--- src/design/fts_pkg.sv ---
// Package for the fork trigger state machine: command, state, status and
// override codes, and field widths. No dependencies.
`timescale 1ns / 1ps

package fts_pkg;

    localparam int CNT_W             = 4;
    localparam int MAX_NEIGHBORS_DEF = 8;

    typedef enum logic [3:0] {
        CMD_STOP        = 4'd0,
        CMD_START       = 4'd1,
        CMD_PAUSE       = 4'd2,
        CMD_RELEASE     = 4'd3,
        CMD_SUSPEND     = 4'd4,
        CMD_RESUME      = 4'd5,
        CMD_RESET       = 4'd6,
        CMD_PREPARE     = 4'd7,
        CMD_XRUN        = 4'd8,
        CMD_PRE_START   = 4'd9,
        CMD_PRE_RELEASE = 4'd10
    } cmd_t;

    typedef enum logic [2:0] {
        STATE_INIT       = 3'd0,
        STATE_READY      = 3'd1,
        STATE_SUSPEND    = 3'd2,
        STATE_PREPARE    = 3'd3,
        STATE_PRE_ACTIVE = 3'd4,
        STATE_ACTIVE     = 3'd5,
        STATE_PAUSED     = 3'd6
    } state_t;

    typedef enum logic [1:0] {
        STATUS_OK       = 2'd0,
        STATUS_STOP     = 2'd1,
        STATUS_INVALID  = 2'd2
    } status_t;

    typedef enum logic [1:0] {
        OVR_NONE        = 2'd0,
        OVR_PAUSE       = 2'd1,
        OVR_RELEASE     = 2'd2,
        OVR_PRE_RELEASE = 2'd3
    } ovr_t;

endpackage

--- src/design/fork_trigger_state_machine.sv ---
// Fork trigger state machine: top level with input register, transition
// logic and result register. Depends on fts_pkg.
//
// Usage:
//   Slave stream s_axis carries one trigger command per transfer together
//   with the counts of neighboring paths that are active and paused. The
//   master stream m_axis returns exactly one result per command: status,
//   override command and the state after the command.
//   A command passes the input register, then the result register, to m_axis.
//   Throughput is one command per cycle while the receiver does not stall:
//   the transition table over the 3-bit state register is evaluated in
//   one pass between the input register and the result register, and the
//   state updates as the item moves into the result register.
//   Reset puts the state in init and empties both registers.
//   When the receiver stalls, the result is held; one more command waits
//   in the input register, after which s_axis_tready drops until the
//   result is taken.
//   Counts above MAX_NEIGHBORS are saturated to MAX_NEIGHBORS.
`timescale 1ns / 1ps

module fork_trigger_state_machine #(
    parameter int MAX_NEIGHBORS = fts_pkg::MAX_NEIGHBORS_DEF
) (
    input  logic        clk,
    input  logic        rst_n,
    input  logic        s_axis_tvalid,
    output logic        s_axis_tready,
    // [3:0] cmd, [7:4] active_count, [11:8] paused_count, [15:12] zero
    input  logic [15:0] s_axis_tdata,
    output logic        m_axis_tvalid,
    input  logic        m_axis_tready,
    // [1:0] status, [3:2] override_cmd, [6:4] new_state, [7] zero
    output logic [7:0]  m_axis_tdata
);

    localparam int CMP_W = $clog2(MAX_NEIGHBORS + 1) + fts_pkg::CNT_W;

    logic                       in_valid_reg;
    logic [3:0]                 cmd_reg;
    logic [fts_pkg::CNT_W-1:0]  act_reg;
    logic [fts_pkg::CNT_W-1:0]  pau_reg;

    fts_pkg::state_t            state_reg;
    fts_pkg::state_t            state_next;

    logic                       out_valid_reg;
    fts_pkg::status_t           status_reg;
    fts_pkg::ovr_t              ovr_reg;
    fts_pkg::state_t            new_state_reg;

    fts_pkg::status_t           status_c;
    fts_pkg::ovr_t              ovr_c;

    logic [CMP_W-1:0]           act_sat;
    logic [CMP_W-1:0]           pau_sat;
    logic                       act_any;
    logic                       pau_any;
    logic                       pau_many;
    logic                       advance;

    assign advance       = in_valid_reg && (!out_valid_reg || m_axis_tready);
    assign s_axis_tready = !in_valid_reg || advance;

    // Input register
    always_ff @(posedge clk or negedge rst_n)
    begin
        if (!rst_n)
        begin
            in_valid_reg <= 1'b0;
        end
        else if (s_axis_tready)
        begin
            in_valid_reg <= s_axis_tvalid;
        end
    end

    always_ff @(posedge clk)
    begin
        if (s_axis_tready && s_axis_tvalid)
        begin
            cmd_reg <= s_axis_tdata[3:0];
            act_reg <= s_axis_tdata[7:4];
            pau_reg <= s_axis_tdata[11:8];
        end
    end

    // Saturate counts to the neighbor limit
    always_comb
    begin
        act_sat = CMP_W'(act_reg);
        pau_sat = CMP_W'(pau_reg);
        if (act_sat > CMP_W'(MAX_NEIGHBORS))
        begin
            act_sat = CMP_W'(MAX_NEIGHBORS);
        end
        if (pau_sat > CMP_W'(MAX_NEIGHBORS))
        begin
            pau_sat = CMP_W'(MAX_NEIGHBORS);
        end
    end

    assign act_any  = (act_sat != '0);
    assign pau_any  = (pau_sat != '0);
    assign pau_many = (pau_sat > CMP_W'(1));

    // Output decode: status and override for the current command
    always_comb
    begin
        status_c = fts_pkg::STATUS_INVALID;
        ovr_c    = fts_pkg::OVR_NONE;
        case (cmd_reg)
            fts_pkg::CMD_STOP:
            begin
                if (state_reg == fts_pkg::STATE_ACTIVE)
                begin
                    if (act_any)
                    begin
                        status_c = fts_pkg::STATUS_STOP;
                    end
                    else
                    begin
                        status_c = fts_pkg::STATUS_OK;
                        if (pau_any)
                        begin
                            ovr_c = fts_pkg::OVR_PAUSE;
                        end
                    end
                end
            end
            fts_pkg::CMD_START:
            begin
                if (state_reg == fts_pkg::STATE_PRE_ACTIVE)
                begin
                    status_c = fts_pkg::STATUS_OK;
                    if (pau_any)
                    begin
                        ovr_c = fts_pkg::OVR_RELEASE;
                    end
                end
                else if (state_reg == fts_pkg::STATE_ACTIVE)
                begin
                    status_c = fts_pkg::STATUS_STOP;
                end
            end
            fts_pkg::CMD_PAUSE:
            begin
                if (state_reg == fts_pkg::STATE_ACTIVE)
                begin
                    status_c = (act_any || pau_many) ? fts_pkg::STATUS_STOP
                                                     : fts_pkg::STATUS_OK;
                end
            end
            fts_pkg::CMD_RELEASE:
            begin
                if (state_reg == fts_pkg::STATE_ACTIVE)
                begin
                    status_c = fts_pkg::STATUS_STOP;
                end
                else if (state_reg == fts_pkg::STATE_PRE_ACTIVE)
                begin
                    status_c = fts_pkg::STATUS_OK;
                end
            end
            fts_pkg::CMD_RESET:
            begin
                if (state_reg == fts_pkg::STATE_INIT ||
                    state_reg == fts_pkg::STATE_READY ||
                    state_reg == fts_pkg::STATE_SUSPEND ||
                    state_reg == fts_pkg::STATE_PREPARE ||
                    state_reg == fts_pkg::STATE_ACTIVE ||
                    state_reg == fts_pkg::STATE_PAUSED)
                begin
                    status_c = fts_pkg::STATUS_OK;
                end
            end
            fts_pkg::CMD_PREPARE:
            begin
                if (state_reg == fts_pkg::STATE_READY)
                begin
                    status_c = fts_pkg::STATUS_OK;
                end
                else if (state_reg == fts_pkg::STATE_PREPARE ||
                         state_reg == fts_pkg::STATE_ACTIVE)
                begin
                    status_c = fts_pkg::STATUS_STOP;
                end
            end
            fts_pkg::CMD_PRE_START:
            begin
                if (state_reg == fts_pkg::STATE_PREPARE)
                begin
                    status_c = fts_pkg::STATUS_OK;
                end
                else if (state_reg == fts_pkg::STATE_ACTIVE)
                begin
                    status_c = fts_pkg::STATUS_STOP;
                end
                else if (state_reg == fts_pkg::STATE_PAUSED)
                begin
                    status_c = fts_pkg::STATUS_OK;
                    ovr_c    = fts_pkg::OVR_PRE_RELEASE;
                end
            end
            fts_pkg::CMD_PRE_RELEASE:
            begin
                if (state_reg == fts_pkg::STATE_ACTIVE)
                begin
                    status_c = fts_pkg::STATUS_STOP;
                end
                else if (state_reg == fts_pkg::STATE_PAUSED)
                begin
                    status_c = fts_pkg::STATUS_OK;
                end
            end
            default:
            begin
                status_c = fts_pkg::STATUS_INVALID;
            end
        endcase
    end

    // Next state: move only on an ok status, else hold
    always_comb
    begin
        state_next = state_reg;
        if (status_c == fts_pkg::STATUS_OK)
        begin
            case (cmd_reg)
                fts_pkg::CMD_STOP:
                begin
                    state_next = pau_any ? fts_pkg::STATE_PAUSED
                                         : fts_pkg::STATE_PREPARE;
                end
                fts_pkg::CMD_START:       state_next = fts_pkg::STATE_ACTIVE;
                fts_pkg::CMD_PAUSE:       state_next = fts_pkg::STATE_PAUSED;
                fts_pkg::CMD_RELEASE:     state_next = fts_pkg::STATE_ACTIVE;
                fts_pkg::CMD_RESET:       state_next = fts_pkg::STATE_READY;
                fts_pkg::CMD_PREPARE:     state_next = fts_pkg::STATE_PREPARE;
                fts_pkg::CMD_PRE_START:   state_next = fts_pkg::STATE_PRE_ACTIVE;
                fts_pkg::CMD_PRE_RELEASE: state_next = fts_pkg::STATE_PRE_ACTIVE;
                default:                  state_next = state_reg;
            endcase
        end
    end

    // State and result registers advance together
    always_ff @(posedge clk or negedge rst_n)
    begin
        if (!rst_n)
        begin
            state_reg     <= fts_pkg::STATE_INIT;
            out_valid_reg <= 1'b0;
        end
        else
        begin
            if (advance)
            begin
                state_reg     <= state_next;
                out_valid_reg <= 1'b1;
            end
            else if (m_axis_tready)
            begin
                out_valid_reg <= 1'b0;
            end
        end
    end

    always_ff @(posedge clk)
    begin
        if (advance)
        begin
            status_reg    <= status_c;
            ovr_reg       <= ovr_c;
            new_state_reg <= state_next;
        end
    end

    assign m_axis_tvalid = out_valid_reg;
    assign m_axis_tdata  = {1'b0, new_state_reg, ovr_reg, status_reg};

endmodule

--- config.mk ---
export PLATFORM = sky130hd
export DESIGN_NAME = fork_trigger_state_machine
export DESIGN_NICKNAME = d
export VERILOG_FILES = /design/src/design/fts_pkg.sv /design/src/design/fork_trigger_state_machine.sv
export SDC_FILE = /design/constraint.sdc
export NUM_CORES = 1
export LEC_CHECK = 0
export ABC_AREA = 1
export BUFFER_PORTS_ARGS = -buffer_cell sky130_fd_sc_hd__buf_2
export CORE_ASPECT_RATIO = 0.6
export CORE_UTILIZATION = 45
export CTS_CLUSTER_SIZE = 30
export DETAILED_ROUTE_END_ITERATION = 8
export PLACE_DENSITY = 0.69
export SETUP_SLACK_MARGIN = 0.1
export SLEW_MARGIN = 20
export SYNTH_ARGS = -nofsm -noshare
export SYNTH_HDL_FRONTEND = slang
export SYNTH_SLANG_ARGS = --single-unit
--- constraint.sdc ---
create_clock -name clk -period 3.03 [get_ports clk]
set_clock_uncertainty 0.1 [all_clocks]
set_input_delay 0 -clock clk [delete_from_list [all_inputs] [get_ports clk]]
set_output_delay 0 -clock clk [all_outputs]
set_load 0.01 [all_outputs]
==> run summary, run 1 <==
vias per cell: 4.826
Tot GR Track Use: 18.56%
area grow syn2layout: 30.25%
routability cong.: 0.8666
DR pass1 iterations: 4
Leak: 0.7172 nW
port bufs: 24
startpoint types: flop
Core ar.: 2540 um2
syn nets: 145
total placed cells including tap cells: 180
cts repair resizes: 0
number of global-route vias before repair: 925
maxcap violations: 0
commonest non-fill, non-tap cells in the layout: 29 x nand2_1, 24 x buf_2, 19 x edfxtp_1
Synth Area per Inst: 9.729 um2
cell area after layout: 1584 um2
crit path time final: 1836 ps
total CTS buffers: 3
clock root buffer: clkbuf_8
Worst Path Max Fanout: 7
synthesized cell area: 1216 um2
Non-Filler Instances: 201
placed cell area: 1369 um2
PwrDens: 569.0 nW/um2
CTS tree: yes
Starting Density: 47.88%
number of inserted diodes: 0
fmax: 544.6 MHz
# IOs: 30
Final ANT Viol Nets: 0
unrepaired setup endpoints after global routing: false
die area: 2921 um2
share of cells above drive strength 1: 28.40%
Die Y: 42.27 um
commonest non-fill, non-tap cell in the layout: nand2_1
status: completed
peak supply drop: 0.3011 mV
clock slew at reported path FFs: 80 ps
Distinct cells, synth: 25
Remaining Overflow, GRT: 0
DRC viols: 0
Yosys warnings: 0
fin. max-slew vios: 0
global-route wire length before repair: 4022 um
fin nets: 190
DP Wirelength: 1794 um
post-CTS setup buffer count: 0
initial antenna violation count: 0
register area share after synthesis: 57.20%
Tcrit/Tclk final: 60.60%
total wire length: 2366 um
final setup fails: 0
Yosys reg bits: 24
Iter 0 DRT Violations: 34
Worst setup EP type: flop
routed vias: 970
Critical Path AT: 1770 ps
Die Wd: 69.12 um
H-tree depth: 1
crit path kind: reg -> reg
Req. time, crit path: 2960 ps
Avg WL per Cell: 11.77 um
pin count of the biggest net entering global routing: 14
Post-Syn Instances: 125
final hold vios: 0
Clock Path Buffers: 2
Hold Crit Class: in -> reg
Site Rows: 14
setup tns final: 0 ps
Worst-Skew Late Latency: 270 ps
Clock Sinks: 24
[worst max-delay path, cell delays in order, from the launching register on]
cell      delay [ps]
edfxtp_1         520
inv_2            110
nand2_1           60
nor2_1           180
nand2_1           70
nand2_1           80
nor2_2            50
o21bai_4         190
o21ai_1          110
and2_1           140
[synth_stat cells, drive strengths merged]
library cell | n | share of area, %
nand2 | 35 | 12
edfxtp | 19 | 47
inv | 18 | 5.6
nor2 | 15 | 6.7
nand3 | 12 | 5.8
dfrtp | 5 | 10
a21oi | 4 | 1.6
nand4 | 4 | 2.6
o21ai | 3 | 1.2
and2 | 2 | 1.0
o21bai | 2 | 2.5
o41ai | 2 | 1.4
a211oi | 1 | 0.62
buf | 1 | 0.62
conb | 1 | 0.31
nor3 | 1 | 0.41
[through the flow]
stage / setup slack (ps) / hold WS (ps) / utilization [%] / power (mW)
after floorplan: 1347 / -395.6 / - / 0.6315
after global placement: 1237 / -282.4 / 53.89 / 0.6941
after detailed placement: 1192 / -272.3 / 53.89 / 0.7017
after CTS: 1189 / 332.7 / 62.36 / 0.9124
after global routing: 1027 / 335.0 / 62.36 / 0.9634
final: 1194 / 338.9 / 62.36 / 0.9013
[routing by layer]
layer	global-route usage [%]	vias to the layer above	wire length, um
met1	24.76	430	1100
met4	7.347	0	38
li1	-	502	-
met3	5.769	5	142
met2	28.54	33	1085
met5	0	-	0
[report_power, final]
group | switching (mW) | total [mW] | internal, mW
Sequential | 0.0456 | 0.467 | 0.421
Clock | 0.0943 | 0.188 | 0.0939
Combinational | 0.146 | 0.246 | 0.0997
[cell families after synthesis]
kind of cell | synth area share, %
AND/OR/NAND/NOR | 28.91
other | 0.3083
buffers and inverters | 6.173
AO/OA/AOI/OAI | 7.408
flip-flops | 57.20
[path summary, 6_finish.rpt]
kind / slack (ps) / from / end / cells after the start
min: 340 / s_axis_tdata[11] / pau_reg[3] / 2
max: 1190 / cmd_reg[0] / new_state_reg[2] / 9
max reg2reg: 1190 / cmd_reg[0] / new_state_reg[2] / 9
max in group asynchronous: 2080 / rst_n / state_reg[2] / 3
min reg2reg: 450 / m_axis_tvalid / m_axis_tvalid / 2
min in group asynchronous: 550 / rst_n / state_reg[1] / 3
[area by class of cell]
type	count	area [um2]
Timing Repair Buffer	41	290.3
Fill cell	214	955.9
Multi-Input combinational cell	82	445.4
Tap cell	32	40.04
Clock buffer	4	45.04
Inverter	18	67.56
Sequential cell	24	695.7
[what timing repair did]
action | in CTS | in global routing
hold buffers | 17 | 0
endpoints found under the hold margin | 19 | 0
setup endpoints to repair | 0 | 0
Power figures use the tool's default switching activity.
==> run 2: changes to the inputs <==
Clock period 3.03 ns to 1.8 ns, I/O delays scaled along.
==> run 2 against run 1 <==
Net effect: the flow now finishes with violations (negative setup slack); total power grew 87%; first-iteration DRC count grew 35%; largest power group unchanged; clock power grew 97%; highest routed layer unchanged; core utilization grew 7.6 points; flip-flop and latch count is the same; die area is the same; sequential share of layout area shrank 4.8 points; global-route usage grew 1.7 points; final cell count grew 5.5%; critical endpoint unchanged.
==> run summary, run 2 (synthesis results as in run 1) <==
Worst setup EP type: flop
crit path time final: 1873 ps (+36.28 ps)
Avg WL per Cell: 14.33 um (+22%)
routed vias: 1,087 (+12%)
DP Wirelength: 1709 um (-4.7%)
fin nets: 201 (+5.8%)
Die Wd: 69.12 um (unchanged)
total placed cells including tap cells: 182 (+1.1%)
port bufs: 24 (unchanged)
post-layout power: 1.689 mW (+87%)
H-tree depth: 1 (unchanged)
Critical R2R Capture: new_state_reg[2]
Clock Path Buffers: 2 (unchanged)
DRC viols: 0 (unchanged)
P_sw: 558.4 uW (+95%)
GRT met3 Usage: 6.010% (+0.24 points)
final setup fails: 4 (+4)
placed cell area: 1384 um2 (+1.1%)
startpoint types: flop
grt peak-use layer: met2
number of inserted diodes: 0 (unchanged)
Final ANT Viol Nets: 0 (unchanged)
final hold vios: 0 (unchanged)
Setup WS post-layout: -72.61 ps (-1266 ps)
pin count of the biggest net entering global routing: 14 (unchanged)
setup tns final: -247.4 ps (-247.4 ps)
total wire length: 3038 um (+28%)
met1 Track Usage GR: 23.86% (-0.90 points)
Worst Path Max Fanout: 7 (unchanged)
clock root buffer: clkbuf_8
area grow syn2layout: 46.09%
worst hold slack: 335.5 ps (-3.374 ps)
Tot GR Track Use: 20.30% (+1.7 points)
peak supply drop: 0.5881 mV (+95%)
total CTS buffers: 3 (unchanged)
commonest non-fill, non-tap cell in the layout: buf_2
Worst Setup SP: state_reg[2]
vias per cell: 5.127 (+6.2%)
Req. time, crit path: 1730 ps (-1230 ps)
crit path kind: reg -> reg
met2 global-route usage: 36.31% (+7.8 points)
Leak: 0.8140 nW (+13%)
Core ar.: 2540 um2 (unchanged)
die area: 2921 um2 (unchanged)
Tcrit/Tclk final: 104.0% (+43 points)
Non-Filler Instances: 212 (+5.5%)
maxcap violations: 0 (unchanged)
reg-to-reg slack, setup: -70 ps (-1270 ps)
part of the power in the clock network: 21.9% (+1.0 points)
number of global-route vias before repair: 966 (+4.4%)
share of cells above drive strength 1: 41.11% (+13 points)
logic gate share of total power: 31.2% (+3.9 points)
Die Y: 42.27 um (unchanged)
Starting Density: 47.88% (unchanged)
Site Rows: 14 (unchanged)
global-route wire length before repair: 4340 um (+7.9%)
fmax: 534.0 MHz (-1.9%)
clock slew at reported path FFs: 80 ps (about the same)
reg-to-reg critical path startpoint: state_reg[2]
DR pass1 iterations: 4 (unchanged)
failing checks: negative setup slack
CP endpoint: new_state_reg[2]
cell area after layout: 1777 um2 (+12%)
R2R depth: 8 (-1)
status: finished with violations
unrepaired setup endpoints after global routing: true
CTS tree: yes
Clock Sinks: 24 (unchanged)
sw frac: 33.06% (+1.3 points)
Iter 0 DRT Violations: 46 (+35%)
commonest non-fill, non-tap cells in the layout: 24 x buf_2, 22 x nand2_1, 19 x edfxtp_1
initial antenna violation count: 0 (unchanged)
Critical Path AT: 1810 ps (+40 ps)
Seq pwr share: 46.9% (-4.9 points)
Worst-Skew Late Latency: 270 ps (about the same)
routability cong.: 0.9150 (+5.6%)
internal power: 1.130 mW (+84%)
Hold Crit Class: in -> reg
fin. max-slew vios: 0 (unchanged)
PwrDens: 950.5 nW/um2 (+67%)
Remaining Overflow, GRT: 0 (unchanged)
# IOs: 30 (unchanged)
run 2: cell count changes in the layout (fill, tap and decap cells not counted), sizes merged:
cell	delta
buf	+11
run 2: critical path, stage by stage (launching register included):
cell	delay, ps
dfrtp_1	510
inv_2	80
nor3_1	280
inv_1	140
nand2_4	110
nand2_4	90
nor2_4	120
nand2_1	70
and2_1	160
run 2: timing repair:
| action | in CTS | in global routing |
|---|---|---|
| setup endpoints to repair | 5 | 7 |
| endpoints found under the hold margin | 19 | 0 |
| buffers inserted | 6 | 3 |
| gates resized for setup | 13 | 12 |
| pin swaps | 11 | 8 |
| hold buffers | 17 | 0 |
run 2: layer usage:
layer  up-vias  part of all wire [%]
met5         -                     0
met4         0                   1.9
met3         8                   5.5
met2        46                    50
met1       508                    43
li1        525                     -
run 2: how the worst min path moves through the flow:
stage / startpoint / to / slack, ps / cells past startpoint
floorplan: rst_n / in_valid_reg / -400 / 0
global placement: rst_n / state_reg[0] / -280 / 1
detailed placement: rst_n / state_reg[0] / -280 / 1
CTS: s_axis_tdata[9] / pau_reg[1] / 330 / 2
global route: s_axis_tdata[3] / cmd_reg[3] / 330 / 2
finish: s_axis_tdata[3] / cmd_reg[3] / 340 / 2
run 2: power groups by stage:
| stage | clock network [mW] | registers, mW | logic, mW |
|---|---|---|---|
| after global routing | 0.405 | 0.799 | 0.571 |
| after floorplan | 0 | 0.803 | 0.260 |
| after detailed placement | 0 | 0.799 | 0.396 |
| after global placement | 0 | 0.795 | 0.386 |
| final | 0.370 | 0.792 | 0.526 |
| after CTS | 0.376 | 0.788 | 0.478 |
run 2: layout make-up:
cell class / instances / area, um2
Clock buffer: 4 / 55.05
Sequential cell: 24 / 695.7
Timing Repair Buffer: 52 / 376.6
Fill cell: 178 / 763.2
Multi-Input combinational cell: 82 / 541.8
Tap cell: 32 / 40.04
Inverter: 18 / 67.56
run 2: metrics by stage:
step	utilization, %	setup slack, ps
after floorplan	-	116.7
final	69.95	-72.61
after global placement	54.48	27.52
after detailed placement	54.48	-17.07
after CTS	66.95	18.32
after global routing	69.95	-183.4
==> run 3: changes to the inputs <==
Settings changed: PLACE_DENSITY 0.69 to 0.66.
Clock period 1.8 ns to 2 ns, I/O delays scaled along.
==> run 3 against run 2 <==
Net effect: the flow now finishes without violations; fmax grew 0.57%; clock power shrank 21%; combinational power shrank 13%; count of clock-buffer cells in the layout shrank 1; register-to-register slack gained 210 ps; worst hold slack gained 1.2 ps; largest power group unchanged; worst setup slack gained 210 ps; core utilization shrank 2.7 points; sequential power shrank 9.6%.
==> run summary, run 3 (synthesis results as in run 1) <==
vias per cell: 5.067 (-1.2%)
total CTS buffers: 3 (unchanged)
PwrDens: 857.9 nW/um2 (-9.7%)
Worst Path Buf+Inv: 1 (-1)
Core ar.: 2540 um2 (unchanged)
CP cell instances: buf_4 > nor2_4 > nand2_2 > nand4_2 > nand2_2 > nor2_4 > nand2_4 > nor2_4 > nand2_1 > and2_1
setup tns final: 0 ps (+247.4 ps)
crit path kind: reg -> reg
Req. time, crit path: 1940 ps (+210 ps)
total placed cells including tap cells: 180 (-1.1%)
CTS tree: yes
Iter 0 DRT Violations: 63 (+37%)
DP Wirelength: 1744 um (+2.0%)
commonest non-fill, non-tap cells in the layout: 25 x nand2_1, 24 x buf_2, 19 x edfxtp_1
unrepaired setup endpoints after global routing: true
critical path's slowest cell: edfxtp_1
status: completed
area grow syn2layout: 40.54%
DRC viols: 0 (unchanged)
crit path time final: 1862 ps (-10.61 ps)
port bufs: 24 (unchanged)
post-layout util: 67.29% (-2.7 points)
final hold vios: 0 (unchanged)
DR pass1 iterations: 4 (unchanged)
met1 Track Usage GR: 24.21% (+0.35 points)
die area: 2921 um2 (unchanged)
maxcap violations: 0 (unchanged)
Tot GR Track Use: 18.70% (-1.6 points)
routability cong.: 0.8883 (-2.9%)
Worst path most repeated cell: nor2_4
Leak: 0.7649 nW (-6.0%)
initial antenna violation count: 0 (unchanged)
number of global-route vias before repair: 921 (-4.7%)
Site Rows: 14 (unchanged)
cell area after layout: 1709 um2 (-3.8%)
# IOs: 30 (unchanged)
Seq pwr share: 48.8% (+1.9 points)
Critical Path AT: 1800 ps (about the same)
routed vias: 1,064 (-2.1%)
commonest non-fill, non-tap cell in the layout: nand2_1
H-tree depth: 1 (unchanged)
global-route wire length before repair: 4064 um (-6.4%)
fin. max-slew vios: 0 (unchanged)
Starting Density: 47.88% (unchanged)
placed cell area: 1369 um2 (-1.1%)
number of inserted diodes: 0 (unchanged)
GRT met3 Usage: 6.490% (+0.48 points)
fin nets: 199 (-1.0%)
Avg WL per Cell: 13.38 um (-6.7%)
pin count of the biggest net entering global routing: 14 (unchanged)
Die Wd: 69.12 um (unchanged)
internal power: 969.0 uW (-14%)
peak supply drop: 0.4165 mV (-29%)
sw frac: 33.91% (+0.85 points)
logic gate share of total power: 31.1% (about the same)
Worst Path Max Fanout: 5 (-2)
grt peak-use layer: met2
Final ANT Viol Nets: 0 (unchanged)
Setup WS post-layout: 138.0 ps (+210.6 ps)
clock slew at reported path FFs: 80 ps (about the same)
final setup fails: 0 (-4)
P_sw: 497.3 uW (-11%)
post-layout power: 1.466 mW (-13%)
Die Y: 42.27 um (unchanged)
clock root buffer: clkbuf_8
share of cells above drive strength 1: 38.20% (-2.9 points)
pre-CTS WS: 179.1 ps (+196.1 ps)
met2 global-route usage: 29.13% (-7.2 points)
Hold Crit Class: in -> reg
startpoint types: flop
Tcrit/Tclk final: 93.10% (-11 points)
total wire length: 2809 um (-7.5%)
Non-Filler Instances: 210 (-0.94%)
Worst setup EP type: flop
Top Family by Delay on Critical Path: simple AND/OR/NAND/NOR gates
Worst-Skew Late Latency: 270 ps (about the same)
worst hold slack: 336.7 ps (+1.231 ps)
part of the power in the clock network: 20.0% (-1.9 points)
fmax: 537.1 MHz (+0.57%)
Remaining Overflow, GRT: 0 (unchanged)
Max stage delay on crit path: 440 ps (-70 ps)
Clock Path Buffers: 2 (unchanged)
Clock Sinks: 24 (unchanged)
## run 3: final cells by class
class,count,area [um2]
fillers,186,830.8
repair buffers,50,357.8
multi-input cells,82,503.0
clock buffers,3,41.29
clock inverters,1,3.754
flip-flops and latches,24,695.7
inverters,18,67.56
well taps,32,40.04
## run 3: layer usage
layer | wire, um | up-vias | part of all wire, %
li1 | - | 523 | -
met1 | 1181 | 488 | 42
met2 | 1379 | 46 | 49
met3 | 211 | 7 | 7.5
met4 | 36 | 0 | 1.3
met5 | 0 | - | 0
## run 3: final timing paths
| path | to | slack [ps] | startpoint | cells after the start |
|---|---|---|---|---|
| min in group asynchronous | state_reg[0] | 600 | rst_n | 3 |
| worst max-delay path | new_state_reg[2] | 140 | cmd_reg[1] | 10 |
| max in group asynchronous | state_reg[2] | 1000 | rst_n | 3 |
| worst max register to register | new_state_reg[2] | 140 | cmd_reg[1] | 10 |
| worst min register to register | m_axis_tvalid | 450 | m_axis_tvalid | 2 |
| worst min-delay path | act_reg[2] | 340 | s_axis_tdata[6] | 2 |
## run 3: what timing repair did
| action | 4_1_cts | 5_1_grt |
|---|---|---|
| hold buffers | 17 | 0 |
| resized for setup | 0 | 16 |
| endpoints found under the setup margin | 0 | 2 |
| hold endpoints to repair | 19 | 0 |
| buffers inserted | 0 | 9 |
## run 3: power groups by stage
| stage | clock network (mW) | registers [mW] | logic, mW |
|---|---|---|---|
| floorplan | 0 | 0.723 | 0.234 |
| global placement | 0 | 0.717 | 0.335 |
| detailed placement | 0 | 0.720 | 0.344 |
| CTS | 0.296 | 0.710 | 0.372 |
| global route | 0.311 | 0.727 | 0.497 |
| finish | 0.294 | 0.716 | 0.456 |
